<file path="src/rtl/lsc_pkg.sv">
// Shared types, codes and a helper function for the indexed list store.
package lsc_pkg;

  localparam int CAPACITY_DEF = 64;
  localparam int VAL_W        = 32;
  localparam int LEN_W        = 7;
  localparam int POS_W        = 7;
  localparam int ACT_W        = 4;
  localparam int TREE_FANIN   = 8;

  typedef enum logic [ACT_W-1:0] {
    ACT_ADD_FRONT = 4'd0,
    ACT_ADD_END   = 4'd1,
    ACT_ADD_AT    = 4'd2,
    ACT_GET_FRONT = 4'd3,
    ACT_GET_END   = 4'd4,
    ACT_GET_AT    = 4'd5,
    ACT_REM_FRONT = 4'd6,
    ACT_REM_END   = 4'd7,
    ACT_REM_AT    = 4'd8,
    ACT_SORT      = 4'd9
  } action_t;

  typedef enum logic [1:0] {
    STAT_OK    = 2'd0,
    STAT_EMPTY = 2'd1,
    STAT_RANGE = 2'd2,
    STAT_FULL  = 2'd3
  } status_t;

  typedef enum logic [1:0] {
    CELL_HOLD,
    CELL_INSERT,
    CELL_REMOVE,
    CELL_SORT
  } cell_op_t;

  typedef enum logic [1:0] {
    ST_IDLE,
    ST_TREE,
    ST_SORT
  } state_t;

  typedef struct packed {
    cell_op_t op;
    logic     rd_en;
    logic     odd;
  } cell_ctrl_t;

  typedef struct packed {
    logic [ACT_W-1:0]        action;
    logic [POS_W-1:0]        position;
    logic signed [VAL_W-1:0] payload;
  } in_req_t;

  typedef struct packed {
    logic signed [VAL_W-1:0] value;
    logic [LEN_W-1:0]        length;
    logic [1:0]              status;
  } out_rsp_t;

  // Number of registered levels of a reduction tree with fan-in eight over n leaves.
  function automatic int tree_levels(input int n);
    int lv;
    int span;
    lv   = 1;
    span = TREE_FANIN;
    while (span < n) begin
      span = span * TREE_FANIN;
      lv   = lv + 1;
    end
    return lv;
  endfunction

endpackage

</file>
<file path="src/rtl/lsc_cell.sv">
// One storage cell of the list: holds one entry and trades it with its neighbors.
module lsc_cell import lsc_pkg::*; #(
  parameter int IDX = 0,
  parameter int IW  = 6,
  parameter int CW  = 7
) (
  input  logic                    clk,
  input  cell_ctrl_t              ctrl,
  input  logic [IW-1:0]           idx,
  input  logic [CW-1:0]           count,
  input  logic signed [VAL_W-1:0] payload,
  input  logic signed [VAL_W-1:0] left_data,
  input  logic signed [VAL_W-1:0] right_data,
  input  logic                    swap_in,
  output logic                    swap_out,
  output logic signed [VAL_W-1:0] data,
  output logic signed [VAL_W-1:0] sel_data
);

  localparam logic IS_ODD = logic'(IDX % 2);

  logic signed [VAL_W-1:0] data_r;
  logic signed [VAL_W-1:0] data_nxt;
  logic                    pair_live;

  assign pair_live = (count > CW'(IDX + 1)) && (ctrl.odd == IS_ODD);
  assign swap_out  = (ctrl.op == CELL_SORT) && pair_live && (right_data < data_r);
  assign data      = data_r;
  assign sel_data  = (ctrl.rd_en && (idx == IW'(IDX))) ? data_r : '0;

  always_comb begin
    data_nxt = data_r;
    unique case (ctrl.op)
      CELL_HOLD: begin
        data_nxt = data_r;
      end
      CELL_INSERT: begin
        if (IW'(IDX) > idx) begin
          data_nxt = left_data;
        end else if (IW'(IDX) == idx) begin
          data_nxt = payload;
        end
      end
      CELL_REMOVE: begin
        if (IW'(IDX) >= idx) begin
          data_nxt = right_data;
        end
      end
      CELL_SORT: begin
        if (swap_out) begin
          data_nxt = right_data;
        end else if (swap_in) begin
          data_nxt = left_data;
        end
      end
      default: begin
        data_nxt = data_r;
      end
    endcase
  end

  always_ff @(posedge clk) begin
    data_r <= data_nxt;
  end

endmodule

</file>
<file path="config.mk">
export PLATFORM = sky130hd
export DESIGN_NAME = lsc_cell
export DESIGN_NICKNAME = d
export VERILOG_FILES = /design/src/rtl/lsc_pkg.sv /design/src/rtl/lsc_cell.sv
export SDC_FILE = /design/constraint.sdc
export NUM_CORES = 1
export LEC_CHECK = 0
export BUFFER_PORTS_ARGS = -buffer_cell sky130_fd_sc_hd__buf_2
export CAP_MARGIN = 15
export CORE_MARGIN = 2
export CORE_UTILIZATION = 44
export CTS_BUF_LIST = sky130_fd_sc_hd__clkbuf_2 sky130_fd_sc_hd__clkbuf_4 sky130_fd_sc_hd__clkbuf_8
export DETAILED_ROUTE_END_ITERATION = 7
export PLACE_DENSITY = 0.88
export SYNTH_ARGS = -nofsm -noshare
export SYNTH_HDL_FRONTEND = slang
export SYNTH_SLANG_ARGS = --single-unit
</file>
<file path="constraint.sdc">
create_clock -name clk -period 4.26 [get_ports clk]
set_clock_uncertainty 0.1 [all_clocks]
set_input_delay 0.213 -clock clk [delete_from_list [all_inputs] [get_ports clk]]
set_output_delay 0.213 -clock clk [all_outputs]
set_load 0.1 [all_outputs]
</file>
==> run metrics, run 1 <==
Flop pwr share=36.3%; Cell Count, Final, Fillers Out=554; clock transition at the registers of the reported paths=70 ps; final hold violations=0; row cnt=28; largest net degree at the start of global routing=67; Worst Path Arrival=2960 ps; status=complete, no violations; total global-route track usage=22.5%; top cells by count, synth=a21oi_1, nor2_1, mux2i_1; Final ANT Viol Nets=0; routed vias=2845; reg2reg setup slack=1150 ps; final net count=624; Critical Path RT=3950 ps; Setup violations, final=0; CP Max Fanout=5; layout cell share with drive strength beyond 1=40.7%; TritonCTS clock tree=done; Mapped Cells=304; Post-Syn Area per Cell=9.07 um2; Initial Utilization=46.0%; hold buffer count at cts=0; Worst Hold Path EP=data[28]; Comb pwr share=42.5%; CP delay by family, top=simple AND/OR/NAND/NOR gates; Most used DFF post-synth=edfxtp_1; die outline area=6910 um2; Setup Fix Bufs, Post-CTS=0; count of state elements after synthesis=32; Slew headroom=59.1%; die width=83.2 um; reg-to-reg endpoint=data[17]; unrepaired setup endpoints after global routing=false; Layout area overhead=37.9%; buffer and inverter count on the worst path=2; GPL Wtd Cong=0.789; Final Critical Period=3270 ps; ys async rst share=0%; Seq/Total Area, Yosys=34.9%; Post-Syn Nets=450; Worst-Margin Slew=614 ps; launching point of the worst reg2reg path=data[19]; Routed WL per cell=14.3 um; CTS H-tree lvls=2; hold_sp=payload[28]; Synth area leaders=edfxtp_1, ha_1, mux2i_1; cell accounting for the most synthesized area=edfxtp_1; # diodes=0; Pins Over Slew Limit=0; period utilisation layout=76.8%; initial antenna violation count=0; crit start category=flop; Sw Share=41.9%; Pwr Total=1.11 mW; CP max stage delay=600 ps; worst hold path type=input pin to flop; drt initial violations=64; vias per cell=5.14; GR Overflow Total=0; clk buf depth=2; Core Region=5990 um2; top-level port count=180; CTS Buf Count=5; Port Buf Inserts=178; clk sinks=32; Max-cap violations=0; most frequent cell after synthesis=a21oi_1; leak pwr=2.16 nW; setup tns final=0 ps; total placed cells including tap cells=546; post-synth top area share=34.9%; pwr/cell area=292 nW/um2; synth unique cells=31; critical path's slowest cell=or4_4; R2R depth=10; DRC=0; Die Ht=83.2 um; CTS root buf=clkbuf_8; P_sw=0.466 mW; P_int=0.646 mW; Worst Setup End Kind=output port; VDD IR max=0.158 mV; number of global-route vias before repair=2879; hold path depth=3; max reg flops=32; post-DP HPWL=6.35 mm; Clock power frac=21.2%; f_max=0.306 GHz; first-pass GRT wire length=12.9 mm; PostCTS Resize Cnt=0; Ys Warns=0; critical setup path kind=flop to output port; EDFF count, synth=32; drt pass-1 iters=4; worst-path cell chain=inv_1 -> ha_1 -> nand4_1 -> or4_4 -> nor2_2 -> o2bb2ai_2 -> nor2_1 -> xnor2_1 -> and2_1 -> buf_2; drt total wl=7.92 mm; worst skew pair latency=280 ps; Cell Area, Synth=2760 um2
-- worst max-delay path by stage --
stage / cells after the start / startpoint / endpoint / slack, ps
2_1_floorplan: 9 / data[31] / data[0] / 430
3_3_place_gp: 10 / data[31] / data[25] / 1250
3_5_place_dp: 10 / data[19] / data[17] / 1150
4_1_cts: 10 / data[31] / swap_out / 970
5_1_grt: 10 / data[31] / swap_out / 740
6_report: 10 / data[31] / swap_out / 990
-- layer usage --
| layer | routed length, um | GRT usage [%] | up-vias |
|---|---|---|---|
| li1 | - | - | 1447 |
| met1 | 3180 | 26.1 | 1284 |
| met2 | 4230 | 41.9 | 110 |
| met3 | 461 | 4.47 | 4 |
| met4 | 44 | 5.81 | 0 |
| met5 | 0 | 0 | - |
-- cell families (layout without fill, tap and decap cells) --
kind of cell / count (synthesis) / after routing / share of synthesized area [%]
muxes: 33 / 33 / 12.0
AOI/OAI and AO/OA: 63 / 63 / 13.5
adders and majority gates: 31 / 31 / 14.1
DFF: 32 / 32 / 34.9
and+or+nand+nor: 96 / 96 / 17.9
xor gates and xnor gates: 1 / 1 / 0.318
buffers and inverters: 48 / 223 / 7.35
-- worst register-to-register path, cell delays in order, from the launching register on --
cell and delay (ps):
edfxtp_1 410, inv_1 80, ha_1 250, a21oi_1 160, o21ai_0 140, a221oi_1 400
nand4_1 210, o211ai_4 460, buf_12 280, mux2i_1 240, a21oi_1 90
-- layout by cell type, fill, tap and decap left out, types with 5 or more instances in the layout --
cell	n
mux2i_1	33
a21oi_1	47
buf_2	178
clkbuf_8	5
edfxtp_1	32
nor2_1	36
nand4_1	6
nand2_1	10
inv_1	32
and3_1	32
ha_1	31
-- metrics by stage --
| step | area, um2 | hold slack, ps | setup slack, ps | util, % |
|---|---|---|---|---|
| detailed placement | 3710 | 440 | 1150 | 62.0 |
| CTS | 3800 | 148 | 974 | 63.5 |
| global route | 3800 | 159 | 737 | 63.5 |
| floorplan | 2760 | 339 | 428 | - |
| finish | 3800 | 150 | 988 | 63.5 |
| global placement | 3710 | 429 | 1250 | 62.0 |
-- power by group through the flow --
stage | logic, mW | clock network, mW | registers, mW
floorplan | 0.166 | 0 | 0.593
global route | 0.509 | 0.254 | 0.407
global placement | 0.462 | 0 | 0.408
CTS | 0.476 | 0.242 | 0.403
finish | 0.473 | 0.236 | 0.403
detailed placement | 0.474 | 0 | 0.410
-- layout make-up --
cell class / count / area [um2]
inverters: 32 / 120
clock buffers: 7 / 83.8
repair buffers: 183 / 941
well taps: 75 / 93.8
flip-flops and latches: 32 / 961
multi-input cells: 224 / 1600
fillers: 551 / 2190
clock inverters: 1 / 3.75
Power figures use the tool's default switching activity.
==> run 2, diff against run 1 <==
--- a/config.mk
+++ b/config.mk
@@ -8,10 +8,10 @@
 export BUFFER_PORTS_ARGS = -buffer_cell sky130_fd_sc_hd__buf_2
 export CAP_MARGIN = 15
 export CORE_MARGIN = 2
-export CORE_UTILIZATION = 44
+export CORE_UTILIZATION = 40
 export CTS_BUF_LIST = sky130_fd_sc_hd__clkbuf_2 sky130_fd_sc_hd__clkbuf_4 sky130_fd_sc_hd__clkbuf_8
 export DETAILED_ROUTE_END_ITERATION = 7
-export PLACE_DENSITY = 0.88
+export PLACE_DENSITY = 0.85
 export SYNTH_ARGS = -nofsm -noshare
 export SYNTH_HDL_FRONTEND = slang
 export SYNTH_SLANG_ARGS = --single-unit
==> constraint.sdc (replaced) <==
create_clock -name clk -period 2.6 [get_ports clk]
set_clock_uncertainty 0.1 [all_clocks]
set_input_delay 0.13 -clock clk [delete_from_list [all_inputs] [get_ports clk]]
set_output_delay 0.13 -clock clk [all_outputs]
set_load 0.1 [all_outputs]
==> run metrics, run 2 (same netlist as run 1, synthesis figures left out) <==
initial antenna violation count=0 (unchanged); R2R depth=11 (was 10); Critical Path RT=2540 ps (was 3950 ps); worst setup path endpoint=data[22] (was swap_out); status=finished, violations left (was complete, no violations); most used routing layer=met2 (unchanged); Slew headroom=57.8% (was 59.1%); Pins Over Slew Limit=0 (unchanged); critical path's slowest cell=or4_4 (unchanged); Port Buf Inserts=178 (unchanged); P_sw=0.841 mW (was 0.466 mW); CP Launch Point=data[21] (was data[31]); Layout area overhead=75.9% (was 37.9%); Sw Share=40.3% (was 41.9%); Fin Hold WS=58.1 ps (was 150 ps); routed vias=3135 (was 2845); worst-path cell chain=inv_2 -> ha_4 -> nand4_1 -> or4_4 -> nor2_4 -> o2bb2ai_4 -> nor2_4 -> xnor2_2 -> buf_4 -> a21o_4 -> buf_12 (was inv_1 -> ha_1 -> nand4_1 -> or4_4 -> nor2_2 -> o2bb2ai_2 -> nor2_1 -> xnor2_1 -> and2_1 -> buf_2); drt pass-1 iters=4 (unchanged); worst skew pair latency=280 ps (about the same); max reg flops=32 (unchanged); met3 GRT Util=4.64% (was 4.47%); Routed WL per cell=16.1 um (was 14.3 um); clk sinks=32 (unchanged); CP max stage delay=600 ps (about the same); Flop pwr share=31.6% (was 36.3%); f_max=0.361 GHz; pwr/cell area=431 nW/um2 (was 292 nW/um2); total placed cells including tap cells=573 (was 546); Comb pwr share=45.7% (was 42.5%); CTS Buf Count=5 (unchanged); critical setup path kind=flop to flop (was flop to output port); buffer and inverter count on the worst path=3 (was 2); cell repeated most along the worst path=nor2_4; final hold violations=0 (unchanged); VDD IR max=0.211 mV (was 0.158 mV); drt initial violations=113 (was 64); Levels on crit path=11 (was 10); Final Critical Period=2770 ps; Pwr Total=2.09 mW (was 1.11 mW); Setup violations, final=65 (was 0); Worst Setup End Kind=flop (was output port); most frequent cells in the layout=buf_2, a21oi_1, buf_12, nor2_1, buf_4 (was buf_2, a21oi_1, nor2_1, mux2i_1); Die Ht=87.0 um (was 83.2 um); TritonCTS clock tree=done (unchanged); number of global-route vias before repair=3160 (was 2879); Cell Count, Final, Fillers Out=596 (was 554); period utilisation layout=106%; GR Overflow Total=0 (unchanged); layout cell share with drive strength beyond 1=49.8% (was 40.7%); CTS root buf=clkbuf_8 (unchanged); hold buffer count at cts=0 (unchanged); Final ANT Viol Nets=0 (unchanged); setup tns final=-7720 ps (was 0 ps); vias per cell=5.26 (was 5.14); final worst slack=-167 ps (was 988 ps); Worst-Margin Slew=633 ps (was 614 ps); die outline area=7570 um2 (was 6910 um2); first-pass GRT wire length=14.7 mm (was 12.9 mm); top-level port count=180 (unchanged); met2 Use GR=49.5% (was 41.9%); clock transition at the registers of the reported paths=70 ps (about the same); Clock power frac=22.7% (was 21.2%); Layout fillers=465 (was 551); P_int=1.25 mW (was 0.646 mW); post-DP HPWL=7.16 mm (was 6.35 mm); DRC=0 (unchanged); GPL Wtd Cong=0.768 (was 0.789); final net count=661 (was 624); row cnt=30 (was 28); crit start category=flop (unchanged); reg-to-reg endpoint=data[22] (was data[17]); launching point of the worst reg2reg path=data[21] (was data[19]); drt total wl=9.61 mm (was 7.92 mm); Worst Path Arrival=2710 ps (was 2960 ps); die width=87.0 um (was 83.2 um); met1 Use GR=26.2% (was 26.1%); total global-route track usage=25.2% (was 22.5%); leak pwr=2.47 nW (was 2.16 nW); CP Max Fanout=16 (was 5); Max-cap violations=0 (unchanged); final core area utilization=72.1% (was 63.5%); CP delay by family, top=simple AND/OR/NAND/NOR gates (unchanged); # diodes=0 (unchanged); most common cell after layout, fill and taps aside=buf_2 (unchanged); clk buf depth=2 (unchanged); largest net degree at the start of global routing=67 (unchanged); unrepaired setup endpoints after global routing=true (was false); Core Region=6720 um2 (was 5990 um2); Initial Utilization=41.0% (was 46.0%); CTS H-tree lvls=2 (unchanged); reg2reg setup slack=-170 ps (was 1150 ps); failing checks=negative setup slack; worst hold path type=input pin to flop (unchanged)
-- run 2: cell count changes in the layout (fill, tap and decap cells not counted), moves of 2 or more --
cell / previous run / this run
buf_12: 1 / 36
buf_2: 178 / 145
buf_4: 4 / 35
ha_1: 31 / 23
ha_4: 0 / 8
inv_1: 32 / 24
inv_2: 0 / 8
buf_8: 0 / 3
clkbuf_4: 2 / 0
nor2_4: 0 / 2
o21ai_0: 4 / 2
-- run 2: how the worst min path moves through the flow --
stage | from | to | slack [ps] | cells past startpoint
finish | payload[1] | data[1] | 60 | 3
global route | payload[28] | data[28] | 50 | 3
CTS | payload[27] | data[27] | 50 | 3
detailed placement | payload[27] | data[27] | 350 | 3
global placement | payload[6] | data[6] | 340 | 3
floorplan | payload[0] | data[0] | 250 | 2
-- run 2: per-layer routing --
| metal | vias to the layer above | routed length (um) | share of wire [%] |
|---|---|---|---|
| met5 | - | 0 | 0 |
| met4 | 0 | 222 | 2.3 |
| met3 | 17 | 623 | 6.5 |
| met2 | 143 | 5250 | 55 |
| met1 | 1450 | 3520 | 37 |
| li1 | 1525 | - | - |
-- run 2: area by class of cell --
cell class                      count  area (um2)  area share, %
Multi-Input combinational cell    224        1780           36.7
Tap cell                           80         100           2.07
Clock buffer                        5        68.8           1.42
Timing Repair Buffer              220        1780           36.8
Sequential cell                    32         961           19.8
Clock inverter                      3        37.5          0.774
Inverter                           32         120           2.48
-- run 2: power groups by stage --
stage	sequential, mW	clock (mW)	combinational (mW)
after floorplan	0.971	0	0.287
after global placement	0.666	0	0.844
after detailed placement	0.669	0	0.874
after CTS	0.658	0.490	0.957
after global routing	0.663	0.510	1.02
final	0.659	0.474	0.954
-- run 2: stage by stage --
step / area, um2 / setup WS [ps]
after floorplan: 2820 / -691
after global placement: 4480 / -57.8
after detailed placement: 4480 / -136
after CTS: 4860 / -170
after global routing: 4850 / -288
final: 4850 / -167
-- run 2: worst reg2reg max path: stages (launching register included) --
cell	delay, ps
edfxtp_1	380
inv_2	60
ha_4	260
nand4_1	120
or4_4	600
nor2_4	130
o2bb2ai_4	160
nor2_4	60
xnor2_2	130
buf_4	140
a21o_4	230
buf_12	160
-- run 2: repair_timing --
| action | in CTS | in global routing |
|---|---|---|
| setup endpoints to repair | 65 | 65 |
| endpoints found under the hold margin | 0 | 0 |
| cloned | 3 | 0 |
| buffers inserted | 12 | 4 |
| gates resized for setup | 24 | 7 |
| pin swaps | 4 | 10 |
==> run 3, diff against run 2 <==
--- a/config.mk
+++ b/config.mk
@@ -7,11 +7,13 @@
 export LEC_CHECK = 0
 export BUFFER_PORTS_ARGS = -buffer_cell sky130_fd_sc_hd__buf_2
 export CAP_MARGIN = 15
-export CORE_MARGIN = 2
-export CORE_UTILIZATION = 40
+export CELL_PAD_IN_SITES_DETAIL_PLACEMENT = 0
+export CELL_PAD_IN_SITES_GLOBAL_PLACEMENT = 1
+export CORE_MARGIN = 5
+export CORE_UTILIZATION = 27
 export CTS_BUF_LIST = sky130_fd_sc_hd__clkbuf_2 sky130_fd_sc_hd__clkbuf_4 sky130_fd_sc_hd__clkbuf_8
 export DETAILED_ROUTE_END_ITERATION = 7
-export PLACE_DENSITY = 0.85
+export PLACE_DENSITY = 0.83
 export SYNTH_ARGS = -nofsm -noshare
 export SYNTH_HDL_FRONTEND = slang
 export SYNTH_SLANG_ARGS = --single-unit
==> run metrics, run 3 (same netlist as run 1, synthesis figures left out) <==
CP delay by family, top=simple AND/OR/NAND/NOR gates (unchanged); row cnt=36 (was 30); CP Max Fanout=9 (was 16); pre-CTS WS=-118 ps (was -136 ps); drt initial violations=121 (was 113); drt total wl=10.2 mm (was 9.61 mm); clock transition at the registers of the reported paths=70 ps (about the same); worst skew pair latency=280 ps (about the same); initial antenna violation count=1 (was 0); Port Buf Inserts=178 (unchanged); Worst-Margin Slew=668 ps (was 633 ps); die outline area=12300 um2 (was 7570 um2); Max-cap violations=0 (unchanged); Worst Path Arrival=2760 ps (was 2710 ps); P_int=1.17 mW (was 1.25 mW); status=finished, violations left (unchanged); Comb pwr share=49.1% (was 45.7%); die width=111 um (was 87.0 um); Sw Share=41.6% (was 40.3%); Layout area overhead=81.1% (was 75.9%); CTS Buf Count=5 (unchanged); Slew headroom=55.2% (was 57.8%); routed vias=3074 (was 3135); f_max=0.355 GHz (was 0.361 GHz); cell repeated most along the worst path=buf_4 (was nor2_4); Final ANT Viol Nets=0 (unchanged); Initial Utilization=27.9% (was 41.0%); final hold violations=0 (unchanged); total global-route track usage=16.3% (was 25.2%); Flop pwr share=32.8% (was 31.6%); CTS root buf=clkbuf_8 (unchanged); critical setup path kind=flop to flop (unchanged); largest net degree at the start of global routing=67 (unchanged); Final Critical Period=2810 ps (was 2770 ps); worst-path cell chain=inv_2 -> ha_4 -> nand4_1 -> or4_4 -> nor2_4 -> o2bb2ai_4 -> nor2_2 -> xnor2_2 -> buf_4 -> a21o_4 -> buf_4 -> buf_12 (was inv_2 -> ha_4 -> nand4_1 -> or4_4 -> nor2_4 -> o2bb2ai_4 -> nor2_4 -> xnor2_2 -> buf_4 -> a21o_4 -> buf_12); max reg flops=32 (unchanged); CTS H-tree lvls=2 (unchanged); top-level port count=180 (unchanged); post-DP HPWL=8.17 mm (was 7.16 mm); clk buf depth=2 (unchanged); Routed WL per cell=15.5 um (was 16.1 um); pwr/cell area=400 nW/um2 (was 431 nW/um2); worst hold path type=input pin to flop (unchanged); critical path's slowest cell=or4_4 (unchanged); Die Ht=111 um (was 87.0 um); vias per cell=4.69 (was 5.26); DRC=0 (unchanged); reg2reg setup slack=-210 ps (was -170 ps); GR Overflow Total=0 (unchanged); most common cell after layout, fill and taps aside=buf_2 (unchanged); GPL Wtd Cong=0.799 (was 0.768); final net count=668 (was 661); final worst slack=-213 ps (was -167 ps); number of global-route vias before repair=3343 (was 3160); Final Instance Area=4990 um2 (was 4850 um2); period utilisation layout=108% (was 106%); unrepaired setup endpoints after global routing=true (unchanged); dpl cell area=4570 um2 (was 4480 um2); Pins Over Slew Limit=0 (unchanged); TritonCTS clock tree=done (unchanged); layout cell share with drive strength beyond 1=50.6% (was 49.8%); clk sinks=32 (unchanged); first-pass GRT wire length=16.6 mm (was 14.7 mm); buffer and inverter count on the worst path=4 (was 3); Pwr Total=1.99 mW (was 2.09 mW); Clock power frac=18.1% (was 22.7%); Worst Setup End Kind=flop (unchanged); VDD IR max=0.177 mV (was 0.211 mV); Setup violations, final=65 (unchanged); P_sw=0.829 mW (was 0.841 mW); crit start category=flop (unchanged); leak pwr=2.51 nW (was 2.47 nW); drt pass-1 iters=4 (unchanged); failing checks=negative setup slack (unchanged); Critical Path RT=2550 ps (was 2540 ps); Core Region=9860 um2 (was 6720 um2); most frequent cells in the layout=buf_2, a21oi_1, buf_4, buf_12, nor2_1 (was buf_2, a21oi_1, buf_12, nor2_1, buf_4); CP max stage delay=560 ps (was 600 ps)
run 3: cell types whose count changed in the layout (fill, tap and decap cells not counted), sizes merged:
cell    change
buf         +6
bufbuf      +1
bufinv      -1
diode       +1
run 3: final timing paths:
kind | start | to | depth (start not counted)
max | data[22] | data[2] | 12
min | payload[21] | data[21] | 3
min reg2reg | data[31] | data[9] | 8
max reg2reg | data[22] | data[2] | 12
run 3: through the flow:
| stage | std cells | hold WS [ps] | setup TNS, ps | utilization [%] |
|---|---|---|---|---|
| after floorplan | 304 | 255 | -39020 | - |
| after global routing | 655 | 62.0 | -18840 | 50.6 |
| after detailed placement | 629 | 352 | -5230 | 46.3 |
| final | 656 | 65.8 | -9740 | 50.6 |
| after CTS | 654 | 49.5 | -9100 | 50.1 |
| after global placement | 629 | 349 | -2470 | 46.3 |
run 3: worst register-to-register path, delay by kind of cell (launching register included):
family,cells,cell delay [ps]
AND/OR/NAND/NOR,4,900
buffers and inverters,4,470
flip-flops,1,370
AO/OA/AOI/OAI,2,350
adder cells (fa/ha/maj),1,260
XOR/XNOR,1,130
run 3: what timing repair did:
| item | 4_1_cts | 5_1_grt |
|---|---|---|
| gates cloned | 2 | 0 |
| hold buffers | 0 | 0 |
| setup endpoints to repair | 65 | 65 |
| pin swaps | 4 | 1 |
| setup buffers | 16 | 1 |
| resized for setup | 16 | 9 |
run 3: layer usage:
metal	routed length, um	GRT usage, %	vias to the layer above
li1	-	-	1533
met1	4270	20.0	1394
met5	13	0	-
met2	4970	28.6	137
met3	870	5.29	8
met4	66	2.51	2
run 3: power groups by stage:
| stage | Clock, mW | Sequential [mW] | Combinational [mW] |
|---|---|---|---|
| final | 0.361 | 0.655 | 0.979 |
| after floorplan | 0 | 0.971 | 0.287 |
| after global placement | 0 | 0.665 | 0.867 |
| after CTS | 0.386 | 0.655 | 0.967 |
| after detailed placement | 0 | 0.667 | 0.882 |
| after global routing | 0.407 | 0.661 | 1.05 |
run 3: final cells by class:
class                   instances  area [um2]
inverters                      32         120
diodes                          1        2.50
flip-flops and latches         32         961
clock buffers                   5        68.8
well taps                     133         166
clock inverters                 2        7.51
fillers                       918        4870
multi-input cells             224        1790
repair buffers                227        1870
